## config.mk

```make
export PLATFORM = sky130hd
export DESIGN_NAME = hmac_sha256_engine_unit
export DESIGN_NICKNAME = d
export VERILOG_FILES = /design/src/rtl/core/hs_pkg.sv /design/src/rtl/core/hs_dpath.sv /design/src/rtl/core/hs_ctrl.sv /design/src/rtl/core/hmac_sha256_engine_unit.sv
export SDC_FILE = /design/constraint.sdc
export NUM_CORES = 2
export LEC_CHECK = 0
export BUFFER_PORTS_ARGS = -buffer_cell sky130_fd_sc_hd__buf_2
export CAP_MARGIN = 20
export CORE_ASPECT_RATIO = 1.1
export CORE_MARGIN = 2
export CORE_UTILIZATION = 35
export CTS_CLUSTER_DIAMETER = 80
export DETAILED_ROUTE_END_ITERATION = 12
export MAX_ROUTING_LAYER = met4
export SLEW_MARGIN = 20
export SYNTH_ARGS = -nofsm -noshare
export SYNTH_HDL_FRONTEND = slang
export SYNTH_SLANG_ARGS = --single-unit
export TNS_END_PERCENT = 50
```

## constraint.sdc

```tcl
create_clock -name clk_i -period 17.1 [get_ports clk_i]
set_input_delay 1.71 -clock clk_i [delete_from_list [all_inputs] [get_ports clk_i]]
set_output_delay 1.71 -clock clk_i [all_outputs]
set_load 0.005 [all_outputs]
```

## src/rtl/core/hs_pkg.sv

```systemverilog
package hs_pkg;

  // default width of the length field carried in the padding
  localparam int unsigned LengthBitsDef = 64;

  localparam logic [7:0]  IpadByte   = 8'h36;
  localparam logic [7:0]  OpadByte   = 8'h5c;
  localparam logic [7:0]  PadHead    = 8'h80;
  localparam logic [31:0] IpadWord   = {4{IpadByte}};
  localparam logic [31:0] OpadWord   = {4{OpadByte}};
  // outer hash length: 64-byte pad block plus 32-byte inner digest, in bits
  localparam logic [31:0] OuterLenBits = 32'd768;

  localparam logic [31:0] HashIv [8] = '{
    32'h6a09e667, 32'hbb67ae85, 32'h3c6ef372, 32'ha54ff53a,
    32'h510e527f, 32'h9b05688c, 32'h1f83d9ab, 32'h5be0cd19
  };

  localparam logic [31:0] RoundK [64] = '{
    32'h428a2f98, 32'h71374491, 32'hb5c0fbcf, 32'he9b5dba5,
    32'h3956c25b, 32'h59f111f1, 32'h923f82a4, 32'hab1c5ed5,
    32'hd807aa98, 32'h12835b01, 32'h243185be, 32'h550c7dc3,
    32'h72be5d74, 32'h80deb1fe, 32'h9bdc06a7, 32'hc19bf174,
    32'he49b69c1, 32'hefbe4786, 32'h0fc19dc6, 32'h240ca1cc,
    32'h2de92c6f, 32'h4a7484aa, 32'h5cb0a9dc, 32'h76f988da,
    32'h983e5152, 32'ha831c66d, 32'hb00327c8, 32'hbf597fc7,
    32'hc6e00bf3, 32'hd5a79147, 32'h06ca6351, 32'h14292967,
    32'h27b70a85, 32'h2e1b2138, 32'h4d2c6dfc, 32'h53380d13,
    32'h650a7354, 32'h766a0abb, 32'h81c2c92e, 32'h92722c85,
    32'ha2bfe8a1, 32'ha81a664b, 32'hc24b8b70, 32'hc76c51a3,
    32'hd192e819, 32'hd6990624, 32'hf40e3585, 32'h106aa070,
    32'h19a4c116, 32'h1e376c08, 32'h2748774c, 32'h34b0bcb5,
    32'h391c0cb3, 32'h4ed8aa4a, 32'h5b9cca4f, 32'h682e6ff3,
    32'h748f82ee, 32'h78a5636f, 32'h84c87814, 32'h8cc70208,
    32'h90befffa, 32'ha4506ceb, 32'hbef9a3f7, 32'hc67178f2
  };

  // input item kinds
  typedef enum logic [1:0] {
    KindKey = 2'd0,
    KindMsg = 2'd1,
    KindFin = 2'd2
  } kind_e;

  // block source for one compression
  typedef enum logic [2:0] {
    SrcKeyRaw  = 3'd0,
    SrcKeyIpad = 3'd1,
    SrcKeyOpad = 3'd2,
    SrcBuf     = 3'd3,
    SrcInner   = 3'd4
  } src_e;

  // byte written into the block buffer
  typedef enum logic [1:0] {
    BufByte = 2'd0,
    BufHead = 2'd1,
    BufZero = 2'd2,
    BufLen  = 2'd3
  } buf_sel_e;

  typedef struct packed {
    logic       byte_ld;
    logic       key_wr;
    logic       key_clr;
    logic       key_from_h;
    logic       inner_from_h;
    logic       buf_wr;
    buf_sel_e   buf_sel;
    logic [5:0] buf_addr;
    logic       cnt_inc;
    logic       cnt_clr;
    logic       cnt_set64;
    logic       cmp_start;
    logic       cmp_iv;
    src_e       cmp_src;
    logic [2:0] out_idx;
  } hs_cmd_t;

  typedef struct packed {
    logic       cmp_done;
    logic       cmp_busy;
    logic [5:0] cnt_lo;
  } hs_sts_t;

endpackage

```

## src/rtl/core/hs_dpath.sv

```systemverilog
module hs_dpath #(
  parameter int unsigned LengthBits = hs_pkg::LengthBitsDef
) (
  input  logic            clk_i,
  input  logic            rst_ni,
  input  hs_pkg::hs_cmd_t cmd_i,
  input  logic [7:0]      byte_i,
  output hs_pkg::hs_sts_t sts_o,
  output logic [31:0]     digest_o
);
  import hs_pkg::*;

  localparam int unsigned CntW = LengthBits - 3;

  logic [7:0]      byte_q;
  logic [31:0]     key_q [16];
  logic [31:0]     buf_q [16];
  logic [31:0]     inner_q [8];
  logic [31:0]     h_q [8];
  logic [31:0]     v_q [8];
  logic [31:0]     w_q [16];
  logic [5:0]      rnd_q;
  logic            busy_q, fin_q, done_q;
  logic [CntW-1:0] cnt_q;
  src_e            src_q;

  logic [31:0]     src_word, w_t, t1, t2;
  logic [31:0]     key_w, buf_w;
  logic [7:0]      len_byte, wr_byte;
  logic [LengthBits-1:0] len_bits;
  logic [63:0]     len64;

  function automatic logic [31:0] rotr(input logic [31:0] x, input int unsigned n);
    rotr = (x >> n) | (x << (32 - n));
  endfunction

  function automatic logic [31:0] bsig0(input logic [31:0] x);
    bsig0 = rotr(x, 2) ^ rotr(x, 13) ^ rotr(x, 22);
  endfunction

  function automatic logic [31:0] bsig1(input logic [31:0] x);
    bsig1 = rotr(x, 6) ^ rotr(x, 11) ^ rotr(x, 25);
  endfunction

  function automatic logic [31:0] ssig0(input logic [31:0] x);
    ssig0 = rotr(x, 7) ^ rotr(x, 18) ^ (x >> 3);
  endfunction

  function automatic logic [31:0] ssig1(input logic [31:0] x);
    ssig1 = rotr(x, 17) ^ rotr(x, 19) ^ (x >> 10);
  endfunction

  // block word for the current round
  assign key_w = key_q[rnd_q[3:0]];
  assign buf_w = buf_q[rnd_q[3:0]];

  always_comb begin
    case (src_q)
      SrcKeyRaw:  src_word = key_w;
      SrcKeyIpad: src_word = key_w ^ IpadWord;
      SrcKeyOpad: src_word = key_w ^ OpadWord;
      SrcBuf:     src_word = buf_w;
      SrcInner: begin
        if (!rnd_q[3])             src_word = inner_q[rnd_q[2:0]];
        else if (rnd_q[3:0] == 4'd8)  src_word = {PadHead, 24'h0};
        else if (rnd_q[3:0] == 4'd15) src_word = OuterLenBits;
        else                       src_word = '0;
      end
      default:    src_word = '0;
    endcase
  end

  // message schedule and round function
  assign w_t = (rnd_q[5:4] == 2'b00) ? src_word :
               w_q[0] + ssig0(w_q[1]) + w_q[9] + ssig1(w_q[14]);
  assign t1 = v_q[7] + bsig1(v_q[4]) + ((v_q[4] & v_q[5]) ^ (~v_q[4] & v_q[6]))
            + RoundK[rnd_q] + w_t;
  assign t2 = bsig0(v_q[0]) + ((v_q[0] & v_q[1]) ^ (v_q[0] & v_q[2]) ^ (v_q[1] & v_q[2]));

  // padding length byte, most significant first
  assign len_bits = {cnt_q, 3'b000};
  assign len64    = 64'(len_bits);
  assign len_byte = len64[{~cmd_i.buf_addr[2:0], 3'b000} +: 8];

  always_comb begin
    case (cmd_i.buf_sel)
      BufByte: wr_byte = byte_q;
      BufHead: wr_byte = PadHead;
      BufZero: wr_byte = '0;
      BufLen:  wr_byte = len_byte;
      default: wr_byte = '0;
    endcase
  end

  // round sequencing
  always_ff @(posedge clk_i or negedge rst_ni) begin
    if (!rst_ni) begin
      busy_q <= 1'b0;
      fin_q  <= 1'b0;
      done_q <= 1'b0;
      rnd_q  <= '0;
      src_q  <= SrcKeyRaw;
    end else begin
      done_q <= fin_q;
      fin_q  <= 1'b0;
      if (cmd_i.cmp_start) begin
        busy_q <= 1'b1;
        rnd_q  <= '0;
        src_q  <= cmd_i.cmp_src;
      end else if (busy_q) begin
        rnd_q <= rnd_q + 6'd1;
        if (rnd_q == 6'd63) begin
          busy_q <= 1'b0;
          fin_q  <= 1'b1;
        end
      end
    end
  end

  // working variables, schedule window, chaining value
  always_ff @(posedge clk_i) begin
    if (cmd_i.cmp_start) begin
      for (int i = 0; i < 8; i++) begin
        v_q[i] <= cmd_i.cmp_iv ? HashIv[i] : h_q[i];
        if (cmd_i.cmp_iv) h_q[i] <= HashIv[i];
      end
    end else if (busy_q) begin
      v_q[7] <= v_q[6];
      v_q[6] <= v_q[5];
      v_q[5] <= v_q[4];
      v_q[4] <= v_q[3] + t1;
      v_q[3] <= v_q[2];
      v_q[2] <= v_q[1];
      v_q[1] <= v_q[0];
      v_q[0] <= t1 + t2;
      for (int i = 0; i < 15; i++) w_q[i] <= w_q[i+1];
      w_q[15] <= w_t;
    end else if (fin_q) begin
      for (int i = 0; i < 8; i++) h_q[i] <= h_q[i] + v_q[i];
    end
  end

  // padded key store
  always_ff @(posedge clk_i or negedge rst_ni) begin
    if (!rst_ni) begin
      for (int i = 0; i < 16; i++) key_q[i] <= '0;
    end else if (cmd_i.key_clr) begin
      for (int i = 0; i < 16; i++) key_q[i] <= '0;
    end else if (cmd_i.key_from_h) begin
      for (int i = 0; i < 16; i++) key_q[i] <= (i < 8) ? h_q[i % 8] : '0;
    end else if (cmd_i.key_wr) begin
      key_q[cnt_q[5:2]][{~cnt_q[1:0], 3'b000} +: 8] <= byte_q;
    end
  end

  // block buffer, inner digest, input byte
  always_ff @(posedge clk_i) begin
    if (cmd_i.byte_ld) byte_q <= byte_i;
    if (cmd_i.buf_wr) begin
      buf_q[cmd_i.buf_addr[5:2]][{~cmd_i.buf_addr[1:0], 3'b000} +: 8] <= wr_byte;
    end
    if (cmd_i.inner_from_h) begin
      for (int i = 0; i < 8; i++) inner_q[i] <= h_q[i];
    end
  end

  // byte counter of the running hash
  always_ff @(posedge clk_i or negedge rst_ni) begin
    if (!rst_ni) begin
      cnt_q <= '0;
    end else if (cmd_i.cnt_clr) begin
      cnt_q <= '0;
    end else if (cmd_i.cnt_set64) begin
      cnt_q <= CntW'(64);
    end else if (cmd_i.cnt_inc) begin
      cnt_q <= cnt_q + CntW'(1);
    end
  end

  assign sts_o.cmp_done = done_q;
  assign sts_o.cmp_busy = busy_q;
  assign sts_o.cnt_lo   = cnt_q[5:0];
  assign digest_o       = h_q[cmd_i.out_idx];

endmodule

```

## src/rtl/core/hs_ctrl.sv

```systemverilog
module hs_ctrl (
  input  logic            clk_i,
  input  logic            rst_ni,
  input  logic            s_valid_i,
  input  logic [1:0]      s_kind_i,
  input  logic            s_last_i,
  output logic            s_ready_o,
  output logic            m_valid_o,
  input  logic            m_ready_i,
  output logic            m_last_o,
  output hs_pkg::hs_cmd_t cmd_o,
  input  hs_pkg::hs_sts_t sts_i
);
  import hs_pkg::*;

  typedef enum logic [13:0] {
    StIdle = 14'b00000000000001,
    StDisp = 14'b00000000000010,
    StKraw = 14'b00000000000100,
    StKbuf = 14'b00000000001000,
    StEndk = 14'b00000000010000,
    StPad  = 14'b00000000100000,
    StPadc = 14'b00000001000000,
    StPadf = 14'b00000010000000,
    StIpad = 14'b00000100000000,
    StMbyt = 14'b00001000000000,
    StMbuf = 14'b00010000000000,
    StFin  = 14'b00100000000000,
    StOpad = 14'b01000000000000,
    StOinn = 14'b10000000000000
  } state_e;

  typedef enum logic [2:0] {
    PhAwait = 3'b001,
    PhKey   = 3'b010,
    PhMsg   = 3'b100
  } phase_e;

  state_e     state_q, state_d;
  phase_e     phase_q, phase_d;
  logic [1:0] kind_q, kind_d;
  logic       last_q, last_d;
  logic       ge64_q, ge64_d;
  logic       long_q, long_d;
  logic       close_key_q, close_key_d;
  logic       two_blk_q, two_blk_d;
  logic [6:0] ptr_q, ptr_d;
  logic [2:0] idx_q, idx_d;
  logic       out_q, out_d;
  logic       done;

  assign done = sts_i.cmp_done;

  always_comb begin
    state_d     = state_q;
    phase_d     = phase_q;
    kind_d      = kind_q;
    last_d      = last_q;
    ge64_d      = ge64_q;
    long_d      = long_q;
    close_key_d = close_key_q;
    two_blk_d   = two_blk_q;
    ptr_d       = ptr_q;
    idx_d       = idx_q;
    out_d       = out_q;
    cmd_o          = '0;
    cmd_o.buf_sel  = BufByte;
    cmd_o.cmp_src  = SrcBuf;
    cmd_o.buf_addr = sts_i.cnt_lo;
    cmd_o.out_idx  = idx_q;

    // result words go out while the hash engine is quiet
    if (out_q) begin
      if (m_ready_i) begin
        idx_d = idx_q + 3'd1;
        if (idx_q == 3'd7) begin
          out_d         = 1'b0;
          cmd_o.key_clr = 1'b1;
          cmd_o.cnt_clr = 1'b1;
          ge64_d        = 1'b0;
          long_d        = 1'b0;
          phase_d       = PhAwait;
          state_d       = StIdle;
        end
      end
    end else begin
      case (state_q)
        StIdle: begin
          if (s_valid_i) begin
            cmd_o.byte_ld = 1'b1;
            kind_d  = s_kind_i;
            last_d  = s_last_i;
            state_d = StDisp;
          end
        end
        StDisp: begin
          case (kind_q)
            KindKey: begin
              if (phase_q == PhMsg) begin
                state_d = StIdle;
              end else begin
                phase_d = PhKey;
                if (!ge64_q) begin
                  cmd_o.key_wr  = 1'b1;
                  cmd_o.cnt_inc = 1'b1;
                  if (sts_i.cnt_lo == 6'd63) ge64_d = 1'b1;
                  state_d = last_q ? StEndk : StIdle;
                end else if (!long_q) begin
                  // first byte past 64: hash the stored key block
                  long_d          = 1'b1;
                  cmd_o.buf_wr    = 1'b1;
                  cmd_o.cnt_inc   = 1'b1;
                  cmd_o.cmp_start = 1'b1;
                  cmd_o.cmp_iv    = 1'b1;
                  cmd_o.cmp_src   = SrcKeyRaw;
                  state_d         = StKraw;
                end else begin
                  cmd_o.buf_wr  = 1'b1;
                  cmd_o.cnt_inc = 1'b1;
                  if (sts_i.cnt_lo == 6'd63) begin
                    cmd_o.cmp_start = 1'b1;
                    state_d         = StKbuf;
                  end else begin
                    state_d = last_q ? StEndk : StIdle;
                  end
                end
              end
            end
            KindMsg: state_d = (phase_q == PhMsg) ? StMbyt : StEndk;
            KindFin: state_d = (phase_q == PhMsg) ? StFin : StEndk;
            default: state_d = StIdle;
          endcase
        end
        StKraw, StKbuf: begin
          if (done) state_d = last_q ? StEndk : StIdle;
        end
        StEndk: begin
          if (long_q) begin
            close_key_d   = 1'b1;
            cmd_o.buf_wr  = 1'b1;
            cmd_o.buf_sel = BufHead;
            ptr_d         = {1'b0, sts_i.cnt_lo} + 7'd1;
            two_blk_d     = (sts_i.cnt_lo >= 6'd56);
            state_d       = StPad;
          end else begin
            cmd_o.cmp_start = 1'b1;
            cmd_o.cmp_iv    = 1'b1;
            cmd_o.cmp_src   = SrcKeyIpad;
            state_d         = StIpad;
          end
        end
        StFin: begin
          close_key_d   = 1'b0;
          cmd_o.buf_wr  = 1'b1;
          cmd_o.buf_sel = BufHead;
          ptr_d         = {1'b0, sts_i.cnt_lo} + 7'd1;
          two_blk_d     = (sts_i.cnt_lo >= 6'd56);
          state_d       = StPad;
        end
        StPad: begin
          cmd_o.buf_addr = ptr_q[5:0];
          if (ptr_q[6]) begin
            cmd_o.cmp_start = 1'b1;
            ptr_d           = '0;
            two_blk_d       = 1'b0;
            state_d         = two_blk_q ? StPadc : StPadf;
          end else begin
            cmd_o.buf_wr  = 1'b1;
            cmd_o.buf_sel = (two_blk_q || ptr_q < 7'd56) ? BufZero : BufLen;
            ptr_d         = ptr_q + 7'd1;
          end
        end
        StPadc: begin
          if (done) state_d = StPad;
        end
        StPadf: begin
          if (done) begin
            cmd_o.cmp_start = 1'b1;
            cmd_o.cmp_iv    = 1'b1;
            if (close_key_q) begin
              cmd_o.key_from_h = 1'b1;
              cmd_o.cmp_src    = SrcKeyIpad;
              state_d          = StIpad;
            end else begin
              cmd_o.inner_from_h = 1'b1;
              cmd_o.cmp_src      = SrcKeyOpad;
              state_d            = StOpad;
            end
          end
        end
        StIpad: begin
          if (done) begin
            phase_d         = PhMsg;
            cmd_o.cnt_set64 = 1'b1;
            case (kind_q)
              KindMsg: state_d = StMbyt;
              KindFin: state_d = StFin;
              default: state_d = StIdle;
            endcase
          end
        end
        StMbyt: begin
          cmd_o.buf_wr  = 1'b1;
          cmd_o.cnt_inc = 1'b1;
          if (sts_i.cnt_lo == 6'd63) begin
            cmd_o.cmp_start = 1'b1;
            state_d         = StMbuf;
          end else begin
            state_d = last_q ? StFin : StIdle;
          end
        end
        StMbuf: begin
          if (done) state_d = last_q ? StFin : StIdle;
        end
        StOpad: begin
          if (done) begin
            cmd_o.cmp_start = 1'b1;
            cmd_o.cmp_src   = SrcInner;
            state_d         = StOinn;
          end
        end
        StOinn: begin
          if (done) begin
            out_d = 1'b1;
            idx_d = '0;
          end
        end
        default: state_d = StIdle;
      endcase
    end
  end

  always_ff @(posedge clk_i or negedge rst_ni) begin
    if (!rst_ni) begin
      state_q     <= StIdle;
      phase_q     <= PhAwait;
      kind_q      <= KindKey;
      last_q      <= 1'b0;
      ge64_q      <= 1'b0;
      long_q      <= 1'b0;
      close_key_q <= 1'b0;
      two_blk_q   <= 1'b0;
      ptr_q       <= '0;
      idx_q       <= '0;
      out_q       <= 1'b0;
    end else begin
      state_q     <= state_d;
      phase_q     <= phase_d;
      kind_q      <= kind_d;
      last_q      <= last_d;
      ge64_q      <= ge64_d;
      long_q      <= long_d;
      close_key_q <= close_key_d;
      two_blk_q   <= two_blk_d;
      ptr_q       <= ptr_d;
      idx_q       <= idx_d;
      out_q       <= out_d;
    end
  end

  assign s_ready_o = (state_q == StIdle) && !out_q;
  assign m_valid_o = out_q;
  assign m_last_o  = (idx_q == 3'd7);

endmodule

```

## src/rtl/core/hmac_sha256_engine_unit.sv

```systemverilog
// key bytes fill the key store, then the block buffer, and message bytes the block buffer;
// each full 64-byte block is hashed in the shared one-round-per-cycle compression unit
// finish: padding (up to 72 byte writes) plus three to four compressions once the key is closed, then
// eight digest transfers; one item is worked on at a time
// reset: asynchronous, active low; key store cleared, chaining value set on first use
module hmac_sha256_engine_unit #(
  parameter int unsigned LENGTH_BITS = hs_pkg::LengthBitsDef
) (
  input  logic        clk_i,
  input  logic        rst_ni,
  input  logic        s_axis_tvalid_i,
  output logic        s_axis_tready_o,
  input  logic [7:0]  s_axis_tdata_i,   // [7:0] data_byte
  input  logic [1:0]  s_axis_tuser_i,   // [1:0] kind
  input  logic        s_axis_tlast_i,
  output logic        m_axis_tvalid_o,
  input  logic        m_axis_tready_i,
  output logic [39:0] m_axis_tdata_o,   // [31:0] digest_word, [34:32] word_index
  output logic        m_axis_tlast_o
);
  import hs_pkg::*;

  hs_cmd_t     cmd;
  hs_sts_t     sts;
  logic [31:0] digest;

  // control state machine
  hs_ctrl u_ctrl (
    .clk_i     (clk_i),
    .rst_ni    (rst_ni),
    .s_valid_i (s_axis_tvalid_i),
    .s_kind_i  (s_axis_tuser_i),
    .s_last_i  (s_axis_tlast_i),
    .s_ready_o (s_axis_tready_o),
    .m_valid_o (m_axis_tvalid_o),
    .m_ready_i (m_axis_tready_i),
    .m_last_o  (m_axis_tlast_o),
    .cmd_o     (cmd),
    .sts_i     (sts)
  );

  // hash datapath
  hs_dpath #(
    .LengthBits (LENGTH_BITS)
  ) u_dpath (
    .clk_i    (clk_i),
    .rst_ni   (rst_ni),
    .cmd_i    (cmd),
    .byte_i   (s_axis_tdata_i),
    .sts_o    (sts),
    .digest_o (digest)
  );

  assign m_axis_tdata_o = {5'b0, cmd.out_idx, digest};

  // no input transfer while results are pending
  assert property (@(posedge clk_i) disable iff (!rst_ni)
    m_axis_tvalid_o |-> !s_axis_tready_o)
    else $error("input accepted during digest output");

  // compression never restarted while running
  assert property (@(posedge clk_i) disable iff (!rst_ni)
    cmd.cmp_start |-> !sts.cmp_busy)
    else $error("compression started while busy");

  // output burst ends after the final word
  assert property (@(posedge clk_i) disable iff (!rst_ni)
    (m_axis_tvalid_o && m_axis_tready_i && m_axis_tlast_o) |=> !m_axis_tvalid_o)
    else $error("output continues past last word");

endmodule

```

==> summary.txt <==
Logic synthesis
  – Register area share after synthesis: 0.5466
  – Yosys top cell by area: edfxtp_1
  – Area contributors post-synth: edfxtp_1 (42%), dfrtp_1 (12%), mux4_2 (8.0%)
  – Commonest cells post-synth: edfxtp_1 (1800), nand2_1 (1218), nor2_1 (826), a21oi_1 (767)
  – Yosys Warn Count: 0
  – Post-synth top area share: 0.4246
  – Top-count cell post-synth: edfxtp_1
  – Avg Cell Area, Syn: 12.04 sq um
  – Netlist Area Pre-Place: 127300 sq um
  – Post-Synthesis Cells: 10.57k
  – Post-synth top flop: edfxtp_1
  – Flops & latches, synth: 2420
  – Post-synth ARST share: 0.2562
  – Synth cell types: 110
  – Number of flops mapped to enable cells by yosys: 1800

Setup path
  – Crit. Startpoint: u_dpath.rnd_q[1]
  – Reg2reg path depth: 34
  – Critical Path RT: 17.72 ns
  – Slowest CP cell: dfrtp_4
  – R2r endpoint: u_dpath.v_q[0][31]
  – Crit Path Max Fanout: 37
  – Data arrival, critical path: 11.66 ns
  – Reg2reg setup slack: 6.06 ns
  – CP Capture Type: flop
  – CP max stage delay: 0.81 ns
  – Worst Path Buf+Inv: 7
  – Crit path depth: 34
  – CP most frequent cell: inv_1
  – Startpoint types: flop
  – Reg-to-Reg Start: u_dpath.rnd_q[1]
  – Largest delay share family, worst path: compound AO/OA/AOI/OAI gates
  – CP Class: flop to flop

Power
  – Clk pwr share: 0.183
  – Switch share: 0.4647
  – Flop pwr share: 0.217
  – Final Power: 33.02 mW
  – Leak: 51.85 nW
  – Gate power share: 0.600
  – Worst ir drop on vdd: 0.4119 mV
  – Power Density: 232.5 nW/um^2
  – Sw power: 15.34 mW
  – Internal Power: 17.68 mW

CTS
  – CTS clk-pin slew, worst paths: 0.06 ns
  – Max Buffers Root-to-Sink: 4
  – Root buffer cell: clkbuf_16
  – PostCTS Resize Cnt: 0
  – H-tree depth: 5
  – CTS sink cnt: 2420
  – CTS tree: built
  – CTS buffer count: 278
  – Hold_buf cts: 0
  – Clock Latency Late Sink: 0.97 ns
  – Setup Fix Bufs, Post-CTS: 0

STA
  – Unrepaired setup endpoints after global routing: no
  – TNS Setup: 0 ns
  – # setup viols final: 0
  – Worst-margin pin slew: 1.196 ns
  – Final Max Tran Viols: 0
  – Final WS setup: 6.060 ns
  – Tmin final: 11.04 ns
  – Clock Skew: 0.1072 ns
  – Max Clock Freq: 90.58 MHz
  – Max_slew headroom: 0.2028
  – Final hold slack: 0.3962 ns
  – Crit share post-route: 0.6456
  – Final hold vios: 0

Placed design
  – PortBufs: 52
  – Pre-CTS setup slack: 5.946 ns
  – Area after DPL: 132700 sq um
  – Hpwl dp: 319000 um
  – DP Cell Count: 14.99k
  – Routability congestion estimate from global placement: 0.9833

Floorplan
  – Die X: 579.0 um
  – Initial Utilization: 0.3511
  – # IOs: 58
  – Core Rows: 232
  – Core ar.: 362600 sq um
  – Die area: 368500 sq um
  – Chip Height: 636.5 um

Worst hold path
  – Worst hold path class: flop to flop
  – Hold_sp: u_dpath.w_q[1][1]
  – Hold path depth: 0
  – Hold EP: u_dpath.w_q[0][225]

Global routing
  – First-pass GRT wire length: 627600 um
  – Gr ovfl total: 0
  – Largest net degree at the start of global routing: 182
  – Number of global-route vias before repair: 84.67k
  – Initial antenna violation count: 43
  – Total routing usage reported by global routing: 0.2415

Route
  – DRT Pass-1 Iters: 6
  – Wirelength per Cell: 28.39 um
  – DR DRC count: 0
  – Routed WL: 441100 um
  – Iter 0 DRT Violations: 10.90k
  – Final ANT Viol Nets: 0
  – Vias/cell: 5.750
  – Overall via count from detail_route: 89.32k

Cells and area
  – Final instance area: 142000 sq um
  – NumNets Final: 11.10k
  – # fillers: 34.32k
  – Area grow syn2layout: 11.58%
  – Multi-input gate area: 54130 sq um
  – Layout cells sized above 1: 0.1187
  – Non-Filler Instances: 15.54k
  – Reg area: 69590 sq um
  – Utilization after layout: 0.3917

Job
  – Max-capacitance violation count: 0

Status
  – Outcome: finished, final reports clean
## power groups by stage
stage / sequential (mW) / clock, mW / combinational [mW]
after global placement: 7.27 / 0 / 19.6
final: 7.17 / 6.04 / 19.8
after CTS: 7.16 / 6.13 / 19.6
after detailed placement: 7.28 / 0 / 19.4
after floorplan: 7.13 / 0 / 13.5
after global routing: 7.19 / 6.34 / 21.6
## placed cells by master, fill, tap and decap left out, types with 79 or more instances in the layout
cell and instances:
a21o_1 168, a21oi_1 753, a22o_1 90, a22oi_1 134, buf_4 154, clkbuf_16 285, dfrtp_1 609, edfxtp_1 1800
fa_1 195, ha_1 407, inv_1 378, mux2i_1 79, mux4_2 452, nand2_1 1215, nand2b_1 81, nand3_1 276
nor2_1 805, nor3_1 130, o21ai_0 613, o21ai_1 129, xnor2_1 383, xor2_1 230
## state kept, by name, summed over array words and instances (netlist names), 2 cells and up
| name | count |
|---|---|
| u_ctrl.state_q | 14 |
| u_dpath.cnt_q | 61 |
| u_dpath.src_q | 3 |
| u_dpath.h_q | 256 |
| u_dpath.buf_q | 512 |
| u_ctrl.ptr_q | 7 |
| u_dpath.w_q | 512 |
| u_ctrl.kind_q | 2 |
| u_dpath.inner_q | 256 |
| u_dpath.rnd_q | 6 |
| u_dpath.byte_q | 8 |
| u_ctrl.idx_q | 3 |
| u_dpath.key_q | 512 |
| u_dpath.v_q | 256 |
| u_ctrl.phase_q | 3 |
## area by class of cell
cell class                 count  area share
sequential                  2420      0.4900
clock inverter               140     0.01096
inverter                     386     0.01036
tap                         4797     0.04226
antenna                       28   0.0004933
clock buffer                 366     0.05320
multi-input combinational   7178      0.3812
timing repair buffer         220     0.01158
## cells by family (layout without fill, tap and decap cells)
family | Yosys count | count (layout) | synth area share
AOI/OAI and AO/OA | 2436 | 2436 | 0.1165
DFF | 2420 | 2420 | 0.5466
adders and majority gates | 617 | 617 | 0.07186
muxes | 581 | 581 | 0.09058
buffers and inverters | 976 | 1112 | 0.03053
other | 1 | 33 | 0.00002946
and+or+nand+nor | 2925 | 2925 | 0.1016
xor gates and xnor gates | 614 | 614 | 0.04237
## metal layers
layer,part of all wire,vias to the layer above,GRT usage
li1,-,38940,-
met1,0.40,45190,0.3155
met2,0.45,4321,0.3587
met3,0.086,867,0.04435
met4,0.061,0,0.1236
met5,0,-,-
## worst max-delay path by stage
stage / endpoint
after floorplan: u_dpath.inner_q[0][0]
after global placement: u_dpath.v_q[0][31]
after detailed placement: u_dpath.v_q[0][31]
after CTS: u_dpath.v_q[0][31]
after global routing: u_dpath.v_q[0][31]
final: u_dpath.v_q[0][31]
No activity file was read; power rests on OpenSTA's default activity.
